[config.mk]
export PLATFORM = sky130hd
export DESIGN_NAME = keystroke_line_editor
export DESIGN_NICKNAME = d
export VERILOG_FILES = /design/src/sv/kle_pkg.sv /design/src/sv/kle_ctrl.sv /design/src/sv/kle_dpath.sv /design/src/sv/keystroke_line_editor.sv
export SDC_FILE = /design/constraint.sdc
export NUM_CORES = 1
export LEC_CHECK = 0
export CAP_MARGIN = 20
export CORE_MARGIN = 1
export CORE_UTILIZATION = 25
export CTS_CLUSTER_DIAMETER = 80
export DETAILED_ROUTE_END_ITERATION = 10
export DONT_BUFFER_PORTS = 1
export GPL_TIMING_DRIVEN = 0
export SLEW_MARGIN = 20
export SYNTH_ARGS = -nofsm -noshare
export SYNTH_HDL_FRONTEND = slang
export SYNTH_SLANG_ARGS = --single-unit
[constraint.sdc]
create_clock -name clk -period 3.9 [get_ports clk]
set_input_delay 0.39 -clock clk [delete_from_list [all_inputs] [get_ports clk]]
set_output_delay 0.39 -clock clk [all_outputs]
set_load 0.02 [all_outputs]
[src/sv/kle_pkg.sv]
// Package for the keystroke line editor: store size, key codes and the
// command and status structs between controller and datapath.
// No dependencies.
package kle_pkg;

  localparam int CAPACITY = 64;
  localparam int ADDR_W   = $clog2(CAPACITY);
  localparam int CNT_W    = $clog2(CAPACITY + 1);
  localparam int SUM_W    = CNT_W + 1;
  localparam int KEY_W    = 8;

  localparam logic [KEY_W-1:0] KEY_LEFT  = 8'd60;
  localparam logic [KEY_W-1:0] KEY_RIGHT = 8'd62;
  localparam logic [KEY_W-1:0] KEY_BACK  = 8'd45;

  typedef struct packed {
    logic cap_in;
    logic edit;
    logic rd_en;
    logic rd_drain;
    logic move_wr;
    logic out_load;
    logic out_load_empty;
    logic clear_line;
  } kle_cmd_t;

  typedef struct packed {
    logic move_ok;
    logic eol;
    logic total_zero;
    logic last_k;
    logic out_free;
  } kle_stat_t;

endpackage

[src/sv/kle_ctrl.sv]
// Controller state machine of the keystroke line editor.
// Depends on kle_pkg; drives the datapath kle_dpath by command signals.
module kle_ctrl import kle_pkg::*; (
  input  logic      clk,
  input  logic      rst_n,
  input  logic      in_tvalid,
  output logic      in_tready,
  input  kle_stat_t stat,
  output kle_cmd_t  cmd
);

  localparam logic [2:0] ST_IDLE   = 3'd0;
  localparam logic [2:0] ST_EXEC   = 3'd1;
  localparam logic [2:0] ST_MWR    = 3'd2;
  localparam logic [2:0] ST_DCHK   = 3'd3;
  localparam logic [2:0] ST_DRD    = 3'd4;
  localparam logic [2:0] ST_DOUT   = 3'd5;
  localparam logic [2:0] ST_DEMPTY = 3'd6;

  logic [2:0] state_r;
  logic [2:0] state_nxt;

  assign in_tready = (state_r == ST_IDLE);

  always_comb begin
    cmd       = '0;
    state_nxt = state_r;
    case (state_r)
      ST_IDLE: begin
        if (in_tvalid) begin
          cmd.cap_in = 1'b1;
          state_nxt  = ST_EXEC;
        end
      end
      ST_EXEC: begin
        if (stat.move_ok) begin
          cmd.rd_en = 1'b1;
          state_nxt = ST_MWR;
        end else begin
          cmd.edit  = 1'b1;
          state_nxt = stat.eol ? ST_DCHK : ST_IDLE;
        end
      end
      ST_MWR: begin
        cmd.move_wr = 1'b1;
        state_nxt   = stat.eol ? ST_DCHK : ST_IDLE;
      end
      ST_DCHK: begin
        state_nxt = stat.total_zero ? ST_DEMPTY : ST_DRD;
      end
      ST_DRD: begin
        cmd.rd_en    = 1'b1;
        cmd.rd_drain = 1'b1;
        state_nxt    = ST_DOUT;
      end
      ST_DOUT: begin
        if (stat.out_free) begin
          cmd.out_load = 1'b1;
          if (stat.last_k) begin
            cmd.clear_line = 1'b1;
            state_nxt      = ST_IDLE;
          end else begin
            state_nxt = ST_DRD;
          end
        end
      end
      ST_DEMPTY: begin
        if (stat.out_free) begin
          cmd.out_load_empty = 1'b1;
          cmd.clear_line     = 1'b1;
          state_nxt          = ST_IDLE;
        end
      end
      default: begin
        state_nxt = ST_IDLE;
      end
    endcase
  end

  always_ff @(posedge clk) begin
    if (!rst_n) begin
      state_r <= ST_IDLE;
    end else begin
      state_r <= state_nxt;
    end
  end

endmodule

[src/sv/kle_dpath.sv]
// Datapath of the keystroke line editor: gap-buffer store, cursor counts,
// drain index and output register. Depends on kle_pkg; commanded by kle_ctrl.
module kle_dpath import kle_pkg::*; (
  input  logic             clk,
  input  logic             rst_n,
  input  logic [KEY_W-1:0] in_tdata,
  input  logic             in_tlast,
  input  kle_cmd_t         cmd,
  output kle_stat_t        stat,
  output logic             out_tvalid,
  input  logic             out_tready,
  output logic [7:0]       out_tdata,
  output logic             out_tlast,
  output logic [1:0]       out_tuser
);

  logic [KEY_W-1:0] mem [CAPACITY];

  logic [KEY_W-1:0] key_r;
  logic             eol_r;
  logic [CNT_W-1:0] left_r, left_nxt;
  logic [CNT_W-1:0] right_r, right_nxt;
  logic             ovf_r, ovf_nxt;
  logic [CNT_W-1:0] k_r, k_nxt;
  logic [KEY_W-1:0] rd_data_r;

  logic             out_valid_r;
  logic [7:0]       out_char_r;
  logic             out_last_r;
  logic             out_empty_r;
  logic             out_ovf_r;

  logic [SUM_W-1:0]  total;
  logic              full;
  logic              mv_left, mv_right, is_back, is_ins;
  logic [CNT_W-1:0]  lm_addr, mv_addr;
  logic [SUM_W-1:0]  dr_addr;
  logic [ADDR_W-1:0] rd_addr, wr_addr;
  logic              wr_en;
  logic [KEY_W-1:0]  wr_data;

  always_comb begin
    total    = {1'b0, left_r} + {1'b0, right_r};
    full     = (total == SUM_W'(CAPACITY));
    mv_left  = (key_r == KEY_LEFT);
    mv_right = (key_r == KEY_RIGHT);
    is_back  = (key_r == KEY_BACK);
    is_ins   = !mv_left && !mv_right && !is_back;

    lm_addr  = CNT_W'(CAPACITY - 1) - right_r;
    mv_addr  = mv_left ? (left_r - CNT_W'(1)) : (CNT_W'(CAPACITY) - right_r);
    dr_addr  = (k_r < left_r) ? {1'b0, k_r}
                              : ({1'b0, k_r} + (SUM_W'(CAPACITY) - total));
    rd_addr  = cmd.rd_drain ? dr_addr[ADDR_W-1:0] : mv_addr[ADDR_W-1:0];

    wr_en    = (cmd.edit && is_ins && !full) || cmd.move_wr;
    wr_addr  = (cmd.move_wr && mv_left) ? lm_addr[ADDR_W-1:0] : left_r[ADDR_W-1:0];
    wr_data  = cmd.move_wr ? rd_data_r : key_r;
  end

  always_comb begin
    left_nxt  = left_r;
    right_nxt = right_r;
    ovf_nxt   = ovf_r;
    k_nxt     = k_r;
    if (cmd.clear_line) begin
      left_nxt  = '0;
      right_nxt = '0;
      ovf_nxt   = 1'b0;
      k_nxt     = '0;
    end else if (cmd.edit) begin
      if (is_back && (left_r != '0)) begin
        left_nxt = left_r - CNT_W'(1);
      end else if (is_ins) begin
        if (full) begin
          ovf_nxt = 1'b1;
        end else begin
          left_nxt = left_r + CNT_W'(1);
        end
      end
    end else if (cmd.move_wr) begin
      if (mv_left) begin
        left_nxt  = left_r - CNT_W'(1);
        right_nxt = right_r + CNT_W'(1);
      end else begin
        left_nxt  = left_r + CNT_W'(1);
        right_nxt = right_r - CNT_W'(1);
      end
    end else if (cmd.out_load) begin
      k_nxt = k_r + CNT_W'(1);
    end
  end

  always_comb begin
    stat.move_ok    = (mv_left && (left_r != '0)) || (mv_right && (right_r != '0));
    stat.eol        = eol_r;
    stat.total_zero = (total == '0);
    stat.last_k     = (({1'b0, k_r} + SUM_W'(1)) == total);
    stat.out_free   = !out_valid_r || out_tready;
  end

  always_ff @(posedge clk) begin
    if (wr_en) begin
      mem[wr_addr] <= wr_data;
    end
    if (cmd.rd_en) begin
      rd_data_r <= mem[rd_addr];
    end
  end

  always_ff @(posedge clk) begin
    if (cmd.cap_in) begin
      key_r <= in_tdata;
      eol_r <= in_tlast;
    end
    if (cmd.out_load) begin
      out_char_r  <= rd_data_r;
      out_last_r  <= stat.last_k;
      out_empty_r <= 1'b0;
      out_ovf_r   <= ovf_r;
    end else if (cmd.out_load_empty) begin
      out_char_r  <= '0;
      out_last_r  <= 1'b1;
      out_empty_r <= 1'b1;
      out_ovf_r   <= ovf_r;
    end
  end

  always_ff @(posedge clk) begin
    if (!rst_n) begin
      left_r      <= '0;
      right_r     <= '0;
      ovf_r       <= 1'b0;
      k_r         <= '0;
      out_valid_r <= 1'b0;
    end else begin
      left_r  <= left_nxt;
      right_r <= right_nxt;
      ovf_r   <= ovf_nxt;
      k_r     <= k_nxt;
      if (cmd.out_load || cmd.out_load_empty) begin
        out_valid_r <= 1'b1;
      end else if (out_tready) begin
        out_valid_r <= 1'b0;
      end
    end
  end

  assign out_tvalid = out_valid_r;
  assign out_tdata  = out_char_r;
  assign out_tlast  = out_last_r;
  assign out_tuser  = {out_ovf_r, out_empty_r};

  a_total_bound: assert property (@(posedge clk) disable iff (!rst_n)
    total <= SUM_W'(CAPACITY))
    else $error("line length exceeds store capacity");

  a_clear_zero: assert property (@(posedge clk) disable iff (!rst_n)
    cmd.clear_line |=> (left_r == '0) && (right_r == '0) && !ovf_r && (k_r == '0))
    else $error("line state not cleared after drain");

  a_load_free: assert property (@(posedge clk) disable iff (!rst_n)
    (cmd.out_load || cmd.out_load_empty) |-> (!out_valid_r || out_tready))
    else $error("output register overwritten while held");

  a_move_after_read: assert property (@(posedge clk) disable iff (!rst_n)
    cmd.move_wr |-> $past(cmd.rd_en && !cmd.rd_drain))
    else $error("cursor move write without a preceding read");

endmodule

[src/sv/keystroke_line_editor.sv]
// Top level of the keystroke line editor: controller plus datapath.
// Depends on kle_pkg, kle_ctrl and kle_dpath.
//
//   Channel  Direction  Payload
//   in_      slave      tdata = key_code[7:0], tlast = end_of_line
//   out_     master     tdata = out_char[7:0], tlast = last_char,
//                       tuser = {overflowed, line_empty}
//
// Insert, backspace and a blocked cursor move pass the idle and execute states;
// a cursor move adds a write state, since the store is read at its single read
// port and then written. A last keystroke adds a check state, then a read and an
// output state per character, or one empty-line beat, held while out_tready is low.
// Reset is synchronous and empties the line; the store itself is not cleared.
// The final result may wait in the output register while the next keystroke
// is taken.
module keystroke_line_editor import kle_pkg::*; (
  input  logic             clk,
  input  logic             rst_n,
  input  logic             in_tvalid,
  output logic             in_tready,
  input  logic [KEY_W-1:0] in_tdata,   // [7:0] key_code
  input  logic             in_tlast,
  output logic             out_tvalid,
  input  logic             out_tready,
  output logic [7:0]       out_tdata,  // [7:0] out_char
  output logic             out_tlast,
  output logic [1:0]       out_tuser   // [0] line_empty, [1] overflowed
);

  kle_cmd_t  cmd;
  kle_stat_t stat;

  kle_ctrl u_ctrl (
    .clk       (clk),
    .rst_n     (rst_n),
    .in_tvalid (in_tvalid),
    .in_tready (in_tready),
    .stat      (stat),
    .cmd       (cmd)
  );

  kle_dpath u_dpath (
    .clk        (clk),
    .rst_n      (rst_n),
    .in_tdata   (in_tdata),
    .in_tlast   (in_tlast),
    .cmd        (cmd),
    .stat       (stat),
    .out_tvalid (out_tvalid),
    .out_tready (out_tready),
    .out_tdata  (out_tdata),
    .out_tlast  (out_tlast),
    .out_tuser  (out_tuser)
  );

endmodule
* After elaboration in Yosys (flattened, before gate mapping)
Memory sizes are Yosys's and may differ from the RTL's. A register that Yosys moved wholly into a read port is not among the register bits.
Index checks and enable logic that the tools add are counted.
** Storage, ports and cells
- Register bits after elaboration :: 46
- Bits in writable memories :: 512
- Input port bits :: 13
- Output and inout bits :: 13
- Word-level logic and storage cells :: 120
- Memories kept :: 1
** Operators by class
- $add $sub $neg :: 11
- Order comparisons :: 1
- Eq/ne operators :: 16
- Muxes and demuxes :: 45
- Bitwise gates (word level) :: 4
- Reduce and logical (&&, ||, !) cells :: 30
** Memory list
- u_dpath.mem :: words 64, bits a word 8, rd ports 1, clocked after memory_dff 1, wr ports 1, line kle_dpath.sv:17 : logic [KEY_W-1:0] mem [CAPACITY];
** Operators by type and width (number)
- $mux W7 :: 7
- $eq A8 B6 Y1 const B :: 3
- $mux W6 :: 4
- $mux W8 :: 3
- $add A7 B1 Y7 const B :: 3
- $pmux W3 S7 :: 1
- $mux W1 :: 20
- $mux W3 :: 5
- $reduce_bool A7 Y1 :: 2
- $sub A7 B1 Y7 const B :: 2
- $sub A1 B6 Y6 const A :: 2
- $eq A3 B3 Y1 const B :: 3
- $reduce_and A3 Y1 :: 3
- $add A7 B1 Y8 const B :: 1
- $add A7 B7 Y8 :: 1
- $eq A8 B7 Y1 const B :: 1
- $eq A8 B8 Y1 :: 1
- $logic_and A1 B1 Y1 :: 8
- $logic_not A8 Y1 :: 1
- $lt A7 B7 Y1 :: 1
- $add A6 B6 Y6 :: 1
- $eq A3 B2 Y1 const B :: 2
- $mux W2 :: 3
- $ne A2 B2 Y1 const B :: 3
- other kinds (12) :: 26

* Depth between registers and ports, before layout
- Depth after elaboration :: 10
- Gate-level depth with buffers :: 15
- Depth with buffers taken out :: 14

* By module
Synthesis repeated with hierarchy kept, for this count alone.
** Unflattened totals
- Cell total of the unflattened synthesis :: 1712
- Area, all modules :: 24791.3 um^2
** Modules (own cells, without submodules)
- kle_dpath :: instances 1, cells each 1669, area an instance 24481.0 um^2
- kle_ctrl :: instances 1, cells each 43, area an instance 310.3 um^2

* Worst setup path after synthesis
OpenSTA, ideal clock, no wires.
- Kind :: flip-flop to flip-flop
- Start point :: reg u_dpath.right_r[0]
- End point :: reg u_dpath.rd_data_r[2], read port of u_dpath.mem, data pin
- Arrival :: 3.266 ns
- Slack :: 0.355 ns
- Cell stages (with the launch flop) :: 16
- Clock period less this slack :: 3.545 ns
- Path through :: dfxtp_1 -> ha_1 -> fa_1 -> xor2_1 -> inv_1 -> ha_1 -> nor2_1 -> a21oi_1 -> xnor2_1 -> nor2_1 -> a311o_1 -> nand2_2 -> buf_2 -> o22ai_1 -> o41ai_1 -> o2111ai_1
** Between the ends
- Word-level cells in the longest chain between the ends :: 5
** RTL lines
- from (decl) :: line kle_dpath.sv:22 : logic [CNT_W-1:0] right_r, right_nxt;
- from (signal assigned) :: line kle_dpath.sv:138 : right_r <= right_nxt;
- $add A7 B7 Y8 / $reduce_bool A7 Y1 (equally long branches) :: line kle_dpath.sv:43, kle_dpath.sv:95
- $sub A1 B6 Y6 / $logic_and A1 B1 Y1 (equally long branches) :: line kle_dpath.sv:53, kle_dpath.sv:95
- $add A6 B6 Y6 / $logic_or A1 B1 Y1 (equally long branches) :: line kle_dpath.sv:53, kle_dpath.sv:95
- $mux W6 / $mux W1 (equally long branches) :: line kle_dpath.sv:52, kle_ctrl.sv:36
- $mux W6 / $pmux W1 S2 (equally long branches) :: line kle_dpath.sv:54, kle_ctrl.sv:28
- to (decl) :: line kle_dpath.sv:25 : logic [KEY_W-1:0] rd_data_r;
Several ways; a longest one is shown, not always the timed one.
A chain may end at the register's enable or synchronous reset.

* Worst setup path in the final report
- Start point :: reg u_dpath.right_r[0]
- End point :: reg u_dpath.rd_data_r[1], read port of u_dpath.mem, data pin
Same word-level chain as after synthesis.

==> results by group <==
Setup path
  • CP Capture Type: flip-flop
  • Req. time, crit path: 4.20 ns
  • Slowest cell on the critical path: fa_2
  • Buf+Inv Stages, Crit Path: 3
  • Most frequent CP cell: ha_4
  • FF-to-FF setup slack: -0.18 ns
  • WS Path Type: flip-flop to flip-flop
  • Worst stage delay on the critical path: 0.57 ns
  • Crit-path cells: ha_4 -> fa_2 -> inv_2 -> ha_4 -> nand2b_4 -> a21oi_4 -> xnor2_4 -> nor2_1 -> a311o_2 -> nand2_4 -> buf_4 -> buf_6 -> o22ai_1 -> o41ai_2 -> o2111ai_2
  • Reg-to-Reg Start: u_dpath.right_r[0]
  • CP delay by family, top: compound AO/OA/AOI/OAI gates
  • Critical Path AT: 4.38 ns
  • CP Launch Type: flip-flop
  • Worst reg2reg endpoint: u_dpath.rd_data_r[1]
  • CP max FO: 10
  • Reg2reg path depth: 15

Cells and area
  • Final Net Count: 1720
  • FF+latch area: 16740 um2
  • Finished Cell Area: 29490 um2
  • Inserted Diodes: 0
  • Multi-input gate area: 8035 um2
  • Most frequent cells in the layout: 539 x edfxtp_1, 253 x mux2i_1, 121 x o22ai_1, 64 x nor2_4, 59 x nand2_1
  • Fillers: 9100
  • Most common cell after layout, fill and taps aside: edfxtp_1
  • Area Growth Syn to Fin: 23.56%
  • Layout Utilization: 31.41%
  • Share of cells above drive strength 1: 21.48%

Clock network
  • # H-tree levels: 2
  • TritonCTS clock tree: yes
  • CTS Root Cell: clkbuf_16
  • Clk sink count: 566
  • Clock transition at path regs: 0.06 ns
  • CTS Buf Count: 55
  • Clk_lat worst skew: 0.62 ns
  • CTS Buffer Depth: 3

Floorplanning
  • Die Y: 311 um
  • Die area: 96720 um2
  • Std cell rows: 112
  • Chip width: 311 um
  • Starting Density: 25.42%
  • Top Ports: 26
  • Core box area: 93890 um2

Status
  • Status: finished, violations left
  • Violated checks: setup timing

Synthesis
  • Number of synthesized register bits: 566
  • Ys flop type: edfxtp_1
  • Register area share after synthesis: 70.07%
  • Mapped Nets: 1617
  • Compound-cell area share of the yosys netlist: 7.469%
  • Simple-Gate Fraction of Synth Area: 5.949%
  • Synth area leader: edfxtp_1
  • Mapped Avg Cell Area: 15.18 um2
  • Cell variety after synth: 67
  • Post-synth ARST share: 0%
  • Xor/xnor share of the synthesized area: 1.499%
  • Multiplexer area fraction after synthesis: 10.99%
  • Area of the mapped netlist: 23870 um2
  • Adder-cell area share of the yosys netlist: 1.719%
  • Post-synth EDFFs: 539
  • Combinational family with the most area after synthesis: multiplexers
  • Synth top area cells: edfxtp_1 68%, mux2i_1 11%, o22ai_1 3.4%, dfxtp_1 2.3%, nor2_1 1.8%
  • Synth warnings: 0
  • Yosys top cell area share: 67.81%
  • Cell count after synthesis: 1573

Timing
  • WHS: 0.1075 ns
  • RSZ-0062 raised after global routing: yes
  • Clock Skew: 0.02627 ns
  • Final Slew Violations: 0
  • Worst-Margin Slew: 1.196 ns
  • Post-route minimum period: 4.076 ns
  • Final setup margin: -0.1764 ns
  • Max_slew headroom: 20.25%
  • Final setup violation count: 8
  • Final hold violation count: 0
  • Fmax: 0.2453 GHz
  • Final period util: 104.5%

Pwr
  • Worst ir drop on vdd: 330.5 uV
  • Pleak: 10.88 nW
  • Power Density: 476.6 nW/um2

Min path
  • Worst min-delay path startpoint: out_tready
  • Hold Path Depth: 3
  • Worst Hold Class: input port to flip-flop
  • Hold EP: u_dpath.out_tvalid

Place
  • Gpl congestion: 0.9032
  • Placed wire-length estimate: 44.04 mm
  • Port Buffers: 0
  • Post-Place Worst Slack: -1.497 ns
  • DP Area: 25530 um2

Detailed routing
  • DRC Markers: 0
  • Post-DR vias/cell: 4.868
  • Via count: 14470
  • DRT iter0 DRCs: 1448
  • First-pass DRT Iterations: 5
  • Total wire length: 65.91 mm
  • Wire per inst: 22.18 um
  • ANT nets after route: 0

Flow run
  • Max-Cap Viols: 0

GRT
  • Largest net degree at the start of global routing: 65
  • GRT overflow: 0
  • Gr usage total: 13.03%
  • First-pass GRT wire length: 94.60 mm
  • Initial antenna violation count: 1
  • Vias in the first global route: 14100
synth_stat cells (all sizes together), types with 3 or more instances:
library cell	n
o211ai	4
a21oi	36
or2	7
edfxtp	539
xor2	8
nand2b	12
nor2	113
and2	13
and3	6
a31oi	11
nand3	15
inv	22
o22ai	128
buf	58
nor3	9
nand4	6
nor3b	6
nand2	82
ha	28
o21ai	16
or4	5
xnor2	32
fa	3
a211oi	6
mux2i	261
dfxtp	27
or3	4
o31ai	3
clkbuf	25
o2111ai	9
nor2b	5
o41ai	26
a21boi	3
nor4	10
a21o	8
where the power goes:
part	internal [mW]	switching [mW]	total, mW
clock	2.87	2.29	5.16
sequential	6.80	0.0311	6.83
combinational	0.730	1.34	2.07
registers in the layout, summed over array words and instances, names as in the netlist:
name	cells
u_dpath.eol_r	1
u_dpath.left_r	7
u_dpath.ovf_r	1
u_dpath.out_empty_r	1
u_dpath.k_r	7
u_dpath.rd_data_r	8
u_dpath.out_tdata	8
u_dpath.out_tlast	1
u_dpath.right_r	7
u_ctrl.state_r	3
u_dpath.mem	512
u_dpath.out_ovf_r	1
u_dpath.key_r	8
u_dpath.out_tvalid	1
routing by layer:
metal	routed length (um)	GRT usage, %
met1	27990	17.59
met2	30770	21.14
met3	5026	2.613
met4	2098	3.661
met5	13	0
timing repair:
item	CTS	global route
setup endpoints to repair	520	520
setup buffers	18	18
cloned	0	1
resized for setup	243	166
endpoints found under the hold margin	13	0
pin swaps	24	41
hold buffers	11	0
metrics by stage:
| stage | power [mW] | TNS (ns) | instances |
|---|---|---|---|
| global route | 14.41 | -1.031 | 2972 |
| CTS | 13.93 | -103.60 | 2956 |
| global placement | 8.461 | -209.48 | 2827 |
| finish | 14.06 | -0.7910 | 2972 |
| detailed placement | 8.481 | -216.68 | 2829 |
| floorplan | 7.830 | 0 | 1573 |
tightest hold or removal path, delay by kind of cell:
kind | cells | cell delay [ns]
AO/OA/AOI/OAI | 1 | 0.15
AND/OR/NAND/NOR | 2 | 0.13
cell families after synthesis:
group | count (synthesis)
AOI/OAI and AO/OA | 267
and+or+nand+nor | 302
DFF | 566
adders and majority gates | 31
buffers and inverters | 105
xor gates and xnor gates | 40
muxes | 262
how the worst max path moves through the flow:
stage                                   from              endpoint  slack (ns)  cells after the start
final                     u_dpath.right_r[0]  u_dpath.rd_data_r[1]       -0.18                     15
after global routing      u_dpath.right_r[0]  u_dpath.rd_data_r[7]       -0.18                     16
after CTS                 u_dpath.right_r[5]    u_dpath.mem[39][2]       -0.26                      9
after detailed placement   u_dpath.left_r[4]  u_dpath.rd_data_r[0]       -1.50                     14
after global placement     u_dpath.left_r[4]  u_dpath.rd_data_r[7]       -1.48                     14
after floorplan           u_dpath.right_r[0]  u_dpath.rd_data_r[2]        0.36                     15
area by class of cell:
cell class,count,area share (%)
plain buffers,79,2.783
well taps,1254,5.320
multi-input cells,902,27.24
repair buffers,50,1.718
clock inverters,32,1.056
clock buffers,67,4.819
flip-flops and latches,566,56.77
inverters,22,0.2885
Power figures use the tool's default switching activity.
